**config.mk**
```make
export PLATFORM = sky130hd
export DESIGN_NAME = game_flow_payload_signature_matcher
export DESIGN_NICKNAME = d
export VERILOG_FILES = /design/src/gfpsm_pkg.sv /design/src/gfpsm_capture.sv /design/src/gfpsm_judge.sv /design/src/game_flow_payload_signature_matcher.sv
export SDC_FILE = /design/constraint.sdc
export NUM_CORES = 1
export LEC_CHECK = 0
export ABC_AREA = 1
export BUFFER_PORTS_ARGS = -buffer_cell sky130_fd_sc_hd__clkbuf_2
export CAP_MARGIN = 0
export CELL_PAD_IN_SITES_DETAIL_PLACEMENT = 1
export CELL_PAD_IN_SITES_GLOBAL_PLACEMENT = 2
export CORE_MARGIN = 10
export CORE_UTILIZATION = 40
export DETAILED_ROUTE_END_ITERATION = 10
export PLACE_DENSITY = 0.86
export SYNTH_ARGS = -nofsm -noshare
export SYNTH_HDL_FRONTEND = slang
export SYNTH_SLANG_ARGS = --single-unit
```
**constraint.sdc**
```tcl
create_clock -name clk -period 8.94 [get_ports clk]
set_input_delay 1.788 -clock clk [delete_from_list [all_inputs] [get_ports clk]]
set_output_delay 1.788 -clock clk [all_outputs]
set_load 0.05 [all_outputs]
```
**src/gfpsm_pkg.sv**
```systemverilog
package gfpsm_pkg;

	localparam int MAX_PAYLOAD_DEF = 2048;
	localparam int HEAD_DEPTH = 17;
	localparam logic [11:0] COUNT_SAT = 12'hFFF;

	typedef enum logic [1:0] {
		VERDICT_EXCLUDED  = 2'd0,
		VERDICT_CANDIDATE = 2'd1,
		VERDICT_DETECTED  = 2'd2
	} verdict_t;

	// signature bytes
	localparam logic [15:0] SIG_HDR_A = 16'h0508;
	localparam logic [15:0] SIG_HDR_B = 16'h04A0;
	localparam logic [15:0] SIG_TAIL = 16'h0194;
	localparam logic [31:0] SIG_CTRL = 32'h0005_0800;
	localparam logic [15:0] SIG_CTRL_ID = 16'h0005;
	localparam logic [7:0] SIG_CTRL_TYPE = 8'h18;
	localparam logic [15:0] SIG_CHAIN = 16'h01B9;
	localparam logic [7:0] SIG_CHAIN_TYPE = 8'h26;
	localparam logic [7:0] SIG_TRAILER = 8'h01;
	localparam int SIG_LONG_LEN = 10;
	localparam logic [7:0] SIG_LONG [SIG_LONG_LEN] = '{
		8'h00, 8'h11, 8'h35, 8'h02, 8'h03, 8'h00, 8'h93, 8'h96, 8'h01, 8'h00
	};

	localparam logic [7:0] CHR_A_UP = 8'h41;
	localparam logic [7:0] CHR_C_UP = 8'h43;
	localparam logic [7:0] CHR_G_UP = 8'h47;
	localparam logic [7:0] CHR_H_UP = 8'h48;
	localparam logic [7:0] CHR_T_UP = 8'h54;
	localparam logic [7:0] CHR_X_UP = 8'h58;
	localparam logic [7:0] CHR_D_LO = 8'h64;
	localparam logic [7:0] CHR_F_LO = 8'h66;
	localparam logic [7:0] CHR_K_LO = 8'h6B;
	localparam logic [7:0] CHR_X_LO = 8'h78;

	typedef struct packed {
		logic [11:0] count;
		logic [HEAD_DEPTH-1:0][7:0] head;
		logic [7:0] tail_prev;
		logic [7:0] tail_last;
		logic [15:0] chain_one;
		logic [15:0] chain_two;
		logic [15:0] block_one;
		logic [15:0] block_two;
		logic [7:0] trailer;
	} flow_state_t;

endpackage

```
**src/gfpsm_capture.sv**
```systemverilog
module gfpsm_capture (
	input  logic clk,
	input  logic arst_n,
	input  logic go,
	input  logic [7:0] data_byte,
	input  logic last_byte,
	output gfpsm_pkg::flow_state_t upd
);

	gfpsm_pkg::flow_state_t st_q;
	logic [17:0] pos18;
	logic [17:0] blk_one_at;
	logic [17:0] blk_two_at;
	logic [17:0] trl_at;

	assign pos18 = {6'd0, st_q.count};
	assign blk_one_at = {2'd0, st_q.chain_one} + 18'd5;
	assign blk_two_at = {2'd0, st_q.chain_two} + 18'd12;
	// block_two only changes at offsets below the trailer, so old values are exact
	assign trl_at = {2'd0, st_q.chain_two} + {2'd0, st_q.block_two} + 18'd14;

	always_comb begin
		upd = st_q;
		for (int i = 0; i < gfpsm_pkg::HEAD_DEPTH; i++) begin
			if (st_q.count == 12'(i)) upd.head[i] = data_byte;
		end
		if (st_q.count == 12'd3) upd.chain_one[15:8] = data_byte;
		if (st_q.count == 12'd4) upd.chain_one[7:0] = data_byte;
		if (st_q.count == 12'd10) upd.chain_two[15:8] = data_byte;
		if (st_q.count == 12'd11) upd.chain_two[7:0] = data_byte;
		if (pos18 == blk_one_at) upd.block_one[15:8] = data_byte;
		if (pos18 == blk_one_at + 18'd1) upd.block_one[7:0] = data_byte;
		if (pos18 == blk_two_at) upd.block_two[15:8] = data_byte;
		if (pos18 == blk_two_at + 18'd1) upd.block_two[7:0] = data_byte;
		if (pos18 == trl_at) upd.trailer = data_byte;
		upd.tail_prev = st_q.tail_last;
		upd.tail_last = data_byte;
		if (st_q.count != gfpsm_pkg::COUNT_SAT) upd.count = st_q.count + 12'd1;
	end

	always_ff @(posedge clk or negedge arst_n) begin
		if (!arst_n) begin
			st_q <= '0;
		end else if (go) begin
			// a finished payload leaves a clean slate for the next one
			if (last_byte) st_q <= '0;
			else st_q <= upd;
		end
	end

endmodule

```
**src/gfpsm_judge.sv**
```systemverilog
module gfpsm_judge #(
	parameter int MAX_PAYLOAD = gfpsm_pkg::MAX_PAYLOAD_DEF
) (
	input  gfpsm_pkg::flow_state_t st,
	input  logic stage,
	output gfpsm_pkg::verdict_t verdict,
	output logic next_stage
);

	logic [11:0] len;
	logic [17:0] len18;
	logic lenok;
	logic last0;
	logic [7:0] h0;
	logic [7:0] h1;
	logic long_sig;
	logic ctrl_sig;
	logic [17:0] c1_end;
	logic [17:0] c1_tot;
	logic [17:0] c2_end;
	logic [17:0] c2_tot;
	logic [17:0] ctrl_len;
	logic tail_ok;

	assign len = st.count;
	assign len18 = {6'd0, len};
	assign lenok = (len != gfpsm_pkg::COUNT_SAT) && ({4'd0, len} <= 16'(MAX_PAYLOAD));
	assign last0 = (st.tail_last == 8'd0);
	assign h0 = st.head[0];
	assign h1 = st.head[1];
	assign tail_ok = ({st.tail_prev, st.tail_last} == gfpsm_pkg::SIG_TAIL);
	assign c1_end = {2'd0, st.chain_one} + 18'd7;
	assign c1_tot = c1_end + {2'd0, st.block_one};
	assign c2_end = {2'd0, st.chain_two} + 18'd14;
	assign c2_tot = c2_end + 18'd1 + {2'd0, st.block_two};
	assign ctrl_len = {2'd0, st.head[15], st.head[16]} + 18'd17;
	assign ctrl_sig = ({st.head[0], st.head[1], st.head[2], st.head[3]} == gfpsm_pkg::SIG_CTRL)
		&& ({st.head[4], st.head[5]} == gfpsm_pkg::SIG_CTRL_ID)
		&& ({st.head[8], st.head[9]} == gfpsm_pkg::SIG_CTRL_ID)
		&& (st.head[10] == gfpsm_pkg::SIG_CTRL_TYPE);

	always_comb begin
		long_sig = 1'b1;
		for (int i = 0; i < gfpsm_pkg::SIG_LONG_LEN; i++) begin
			if (st.head[i] != gfpsm_pkg::SIG_LONG[i]) long_sig = 1'b0;
		end
	end

	always_comb begin
		verdict = gfpsm_pkg::VERDICT_EXCLUDED;
		if (lenok && len == 12'd13 && {h1, st.head[2]} == gfpsm_pkg::SIG_HDR_A
				&& {st.head[5], st.head[6]} == gfpsm_pkg::SIG_HDR_B && tail_ok) begin
			verdict = gfpsm_pkg::VERDICT_DETECTED;
		end else if (!stage && last0 && (
				(lenok && len == 12'd3 && h0 == gfpsm_pkg::CHR_H_UP
					&& h1 == gfpsm_pkg::CHR_G_UP)
				|| (lenok && len == 12'd35 && h0 == gfpsm_pkg::CHR_H_UP
					&& h1 == gfpsm_pkg::CHR_C_UP)
				|| (len > 12'd2 && h0 == gfpsm_pkg::CHR_A_UP
					&& (h1 inside {gfpsm_pkg::CHR_X_LO, gfpsm_pkg::CHR_X_UP}))
				|| (lenok && len == 12'd12 && h0 == gfpsm_pkg::CHR_A_UP
					&& h1 == gfpsm_pkg::CHR_F_LO)
				|| (len > 12'd2 && h0 == gfpsm_pkg::CHR_A_UP
					&& h1 == gfpsm_pkg::CHR_D_LO))) begin
			verdict = gfpsm_pkg::VERDICT_CANDIDATE;
		end else if (!lenok) begin
			verdict = gfpsm_pkg::VERDICT_EXCLUDED;
		end else if (stage && len == 12'd11 && h0 == gfpsm_pkg::CHR_A_UP
				&& h1 == gfpsm_pkg::CHR_T_UP && st.head[10] == 8'd0) begin
			verdict = gfpsm_pkg::VERDICT_DETECTED;
		end else if (stage && len == 12'd5 && h0 == gfpsm_pkg::CHR_A_UP
				&& st.head[4] == 8'd0
				&& (h1 inside {gfpsm_pkg::CHR_T_UP, gfpsm_pkg::CHR_K_LO})) begin
			verdict = gfpsm_pkg::VERDICT_DETECTED;
		end else if ((len inside {12'd11, 12'd13, 12'd49}) && ctrl_sig) begin
			if (len == 12'd13 && !tail_ok) verdict = gfpsm_pkg::VERDICT_EXCLUDED;
			else if (len == 12'd49 && ctrl_len != len18) verdict = gfpsm_pkg::VERDICT_EXCLUDED;
			else verdict = gfpsm_pkg::VERDICT_DETECTED;
		end else if (len >= 12'd41 && {h0, h1} == gfpsm_pkg::SIG_CHAIN
				&& st.head[2] == gfpsm_pkg::SIG_CHAIN_TYPE && c1_end > len18) begin
			verdict = gfpsm_pkg::VERDICT_EXCLUDED;
		end else if (len >= 12'd41 && {h0, h1} == gfpsm_pkg::SIG_CHAIN
				&& st.head[2] == gfpsm_pkg::SIG_CHAIN_TYPE && c1_tot == len18) begin
			verdict = gfpsm_pkg::VERDICT_DETECTED;
		end else if (len == 12'd56 && long_sig) begin
			// nested chain: header length, then block length, then trailer flag
			if (c2_end > len18 || c2_tot > len18) verdict = gfpsm_pkg::VERDICT_EXCLUDED;
			else if (c2_tot == len18 && st.trailer == gfpsm_pkg::SIG_TRAILER)
				verdict = gfpsm_pkg::VERDICT_DETECTED;
			else verdict = gfpsm_pkg::VERDICT_EXCLUDED;
		end
	end

	assign next_stage = (verdict == gfpsm_pkg::VERDICT_CANDIDATE) ? 1'b1 : stage;

endmodule

```
**src/game_flow_payload_signature_matcher.sv**
```systemverilog
// channel   direction  payload                               handshake
// in        input      data_byte, last_byte, flow_stage       in_valid / in_ready
// out       output     verdict, next_stage                    out_valid / out_ready
//
// one byte a cycle unless a last byte waits for a free result register; a byte goes
// through an input register and, if it is the last of a payload, its verdict is
// written into the result register as that byte leaves the input register
// the rate is set by the single capture and rule stage between the two registers
// reset clears the byte count, captured fields and both valid flags
// a stalled result holds only last bytes back; other bytes keep streaming
module game_flow_payload_signature_matcher #(
	parameter int MAX_PAYLOAD = gfpsm_pkg::MAX_PAYLOAD_DEF
) (
	input  logic clk,
	input  logic arst_n,
	input  logic in_valid,
	output logic in_ready,
	input  logic [7:0] data_byte,
	input  logic last_byte,
	input  logic flow_stage,
	output logic out_valid,
	input  logic out_ready,
	output logic [1:0] verdict,
	output logic next_stage
);

	logic valid_s1;
	logic [7:0] data_s1;
	logic last_s1;
	logic stage_s1;
	logic out_valid_q;
	logic [1:0] verdict_q;
	logic next_stage_q;
	logic out_free;
	logic s1_go;
	gfpsm_pkg::flow_state_t upd;
	gfpsm_pkg::verdict_t judge_verdict;
	logic judge_stage;

	assign out_free = !out_valid_q || out_ready;
	assign s1_go = valid_s1 && (!last_s1 || out_free);
	assign in_ready = !valid_s1 || s1_go;

	always_ff @(posedge clk or negedge arst_n) begin
		if (!arst_n) begin
			valid_s1 <= 1'b0;
		end else if (in_valid && in_ready) begin
			valid_s1 <= 1'b1;
		end else if (s1_go) begin
			valid_s1 <= 1'b0;
		end
	end

	always_ff @(posedge clk) begin
		if (in_valid && in_ready) begin
			data_s1 <= data_byte;
			last_s1 <= last_byte;
			stage_s1 <= flow_stage;
		end
	end

	gfpsm_capture u_capture (
		.clk(clk),
		.arst_n(arst_n),
		.go(s1_go),
		.data_byte(data_s1),
		.last_byte(last_s1),
		.upd(upd)
	);

	gfpsm_judge #(
		.MAX_PAYLOAD(MAX_PAYLOAD)
	) u_judge (
		.st(upd),
		.stage(stage_s1),
		.verdict(judge_verdict),
		.next_stage(judge_stage)
	);

	always_ff @(posedge clk or negedge arst_n) begin
		if (!arst_n) begin
			out_valid_q <= 1'b0;
		end else if (s1_go && last_s1) begin
			out_valid_q <= 1'b1;
		end else if (out_ready) begin
			out_valid_q <= 1'b0;
		end
	end

	always_ff @(posedge clk) begin
		if (s1_go && last_s1) begin
			verdict_q <= judge_verdict;
			next_stage_q <= judge_stage;
		end
	end

	assign out_valid = out_valid_q;
	assign verdict = verdict_q;
	assign next_stage = next_stage_q;

endmodule

```
==> impl_metrics.toml <==
[worst_setup_path]
r2r-end = "verdict[1]"
required_ns = 9.38
arrival_ns = 7.54
crit_top_cell = "nand2_1"
crit_fanout = 15
reg2reg_slack_ns = 1.84
max_stage_delay_ns = 0.47
rr_worst_depth = 45
critPathKind = "reg2reg"
slowest_stage = "dfrtp_1"
worstSetupEndpointType = "register"
regToRegStartpoint = "u_capture.st_q[42]"
startpoint_type = "register"

[synth]
synth_edf_count = 13
syn_nets = 2670
seq_area_frac_synth_pct = 29.86
syn_area_um2 = 17900
synth.distinct_cells = 67
ys_ff_latch = 211
synth_area_per_cell_um2 = 7.002
yosysWarningCount = 0
synth-async-reset-ratio_pct = 93.84
ys.flop_type = "dfrtp_1"
syn_inst = 2557

[clock_network]
cts.clk_slew.worst_paths_ns = 0.06
cts_hold_buffers = 0
cts_resized = 0
cts.htree.levels = 1
cts-buffers-inserted = 27
cts-root-buf = "clkbuf_16"
clockBufferDepth = 3
post-cts-setup-buffer-count = 0
tritoncts = "done"
worstSkewPairLatency_ns = 0.57
cts_sinks = 211

[placed_design]
gp_congestion = 0.9251
dpl.hpwl_um = 51010
portBuffers = 18
place_ws_ns = 1.977

[timing]
rsz0062_at_grt = "no"
tightest_slew_ns = 1.050
drv_slew = 0
fin_skew_ns = 0.01535
worst_slack_ns = 1.838
relSlewSlack_pct = 29.90
hold_viol = 0
fin_setup_tns_ns = 0
setup_violations = 0
fmax_ghz = 0.1408
fin_crit_ns = 7.102
period_share_pct = 79.44

[finish]
drive_gt1_share_pct = 8.643
final_cell_mix = "nand2_1 (697), inv_1 (322), dfrtp_1 (198), nor2_1 (191), o21ai_0 (148)"
diodes = 0
final_util_pct = 43.91
area_growth_pct = 8.463
final_common_cell = "nand2_1"
layout.nets = 2650

[global_route]
grt_max_degree = 85
grt_overflow = 0
grt_antenna_before_repair = 0
track_usage_pct = 25.61
grt_pass1_wl_um = 107700
grt_pass1_vias = 18240

[detailed_routing]
dr.first_iter.drc_count = 1242
vias_per_cell = 5.535
routedWlPerCell_um = 21.92
drt.antenna.violating_nets = 0
drt-pass1-iter-count = 5
routed_wl_um = 69010
route.vias.total = 17430
drcViolationCount = 0

[floorplan]
die_h_um = 231.6
ioPinCount = 19
rows = 77
start_util_pct = 40.49
die_area_um2 = 53620
die_w_um = 231.6
core-area_um2 = 44220

[power_and_ir_drop]
ir_worst_vdd_mv = 0.1642
p_leak_nw = 9.438
p_total_mw = 3.357
power_density_nw_per_um2 = 172.9

[min_path]
hp-start = "u_capture.st_q[172]"
hold_end = "u_capture.st_q[172]"
holdCritPathClass = "reg2reg"
whs_path_depth = 2

[flow_run]
max_cap_violations = 0

[outcome]
outcome = "completed"
[metrics by stage]
stage	std cells	hold slack, ns	area, um2
floorplan	2557	0.4479	17900
global placement	3100	0.4638	18440
detailed placement	3100	0.4767	18440
CTS	3149	0.4918	19420
global route	3149	0.5112	19420
finish	3149	0.4862	19420
[layout make-up]
type / instances / area [um2]
clock buffer: 36 / 822.0
inverter: 350 / 1323
tap: 592 / 740.7
clock inverter: 13 / 155.1
sequential: 211 / 5345
timing repair buffer: 38 / 249.0
multi-input combinational: 1909 / 10780
fill: 5699 / 24800
[report_power, final]
part,switching [mW],internal (mW),leakage (nW)
clock network,0.479,0.731,0.479
logic,0.742,0.319,6.10
registers,0.0531,1.03,2.86
total,1.27,2.08,9.44
[worst max path at each step]
stage | from | end | slack (ns) | cells past startpoint
after floorplan | u_capture.st_q[42] | verdict[1] | 3.12 | 48
after global placement | u_capture.st_q[42] | verdict[1] | 2.18 | 46
after detailed placement | u_capture.st_q[42] | verdict[1] | 1.98 | 45
after CTS | u_capture.st_q[42] | verdict[1] | 1.90 | 45
after global routing | u_capture.st_q[42] | verdict[1] | 1.04 | 45
final | u_capture.st_q[42] | verdict[1] | 1.84 | 45
[synthesized netlist by cell type (30+ instances only)]
library cell	instances	area, um2
ha_1	96	1201
dfrtp_1	198	4955
inv_1	323	1212
nand2_1	698	2620
o21ai_0	148	740.7
nand3_1	145	725.7
o21ai_1	47	235.2
xor2_1	100	875.8
o22ai_1	88	550.5
a22o_1	46	402.9
a21oi_1	56	280.3
nor2_1	192	720.7
clkbuf_1	57	214.0
xnor2_1	30	262.8
nand4_1	53	331.6
[logic make-up after synthesis]
| group | Yosys count | share of synthesized area [%] |
|---|---|---|
| AOI/OAI and AO/OA | 451 | 15.49 |
| xor gates and xnor gates | 136 | 6.905 |
| adders and majority gates | 99 | 7.045 |
| buffers and inverters | 437 | 9.994 |
| DFF | 211 | 29.86 |
| and+or+nand+nor | 1223 | 30.71 |
[layer usage]
layer	up-vias	routed length, um	GRT usage (%)
met1	8609	31360	33.82
met2	339	32290	42.69
met4	0	2382	8.270
li1	8367	-	-
met5	-	0	0
met3	116	2984	3.213
[worst max-delay path: cells and delay by family (launching register included)]
kind	cells	cell delay [ns]
and+or+nand+nor	31	3.61
xor gates and xnor gates	3	0.45
AOI/OAI and AO/OA	6	1.44
buffers and inverters	2	0.14
DFF	1	0.47
adders and majority gates	3	0.85
[flip-flops by register name, summed over array words and instances (netlist names)]
register         cells
valid_s1             1
data_s1              8
u_capture.pos18     12
u_capture.upd        8
last_s1              1
u_capture.st_q     176
verdict              2
next_stage           1
stage_s1             1
out_valid            1
Note: power is estimated with default switching activity, not from simulation.
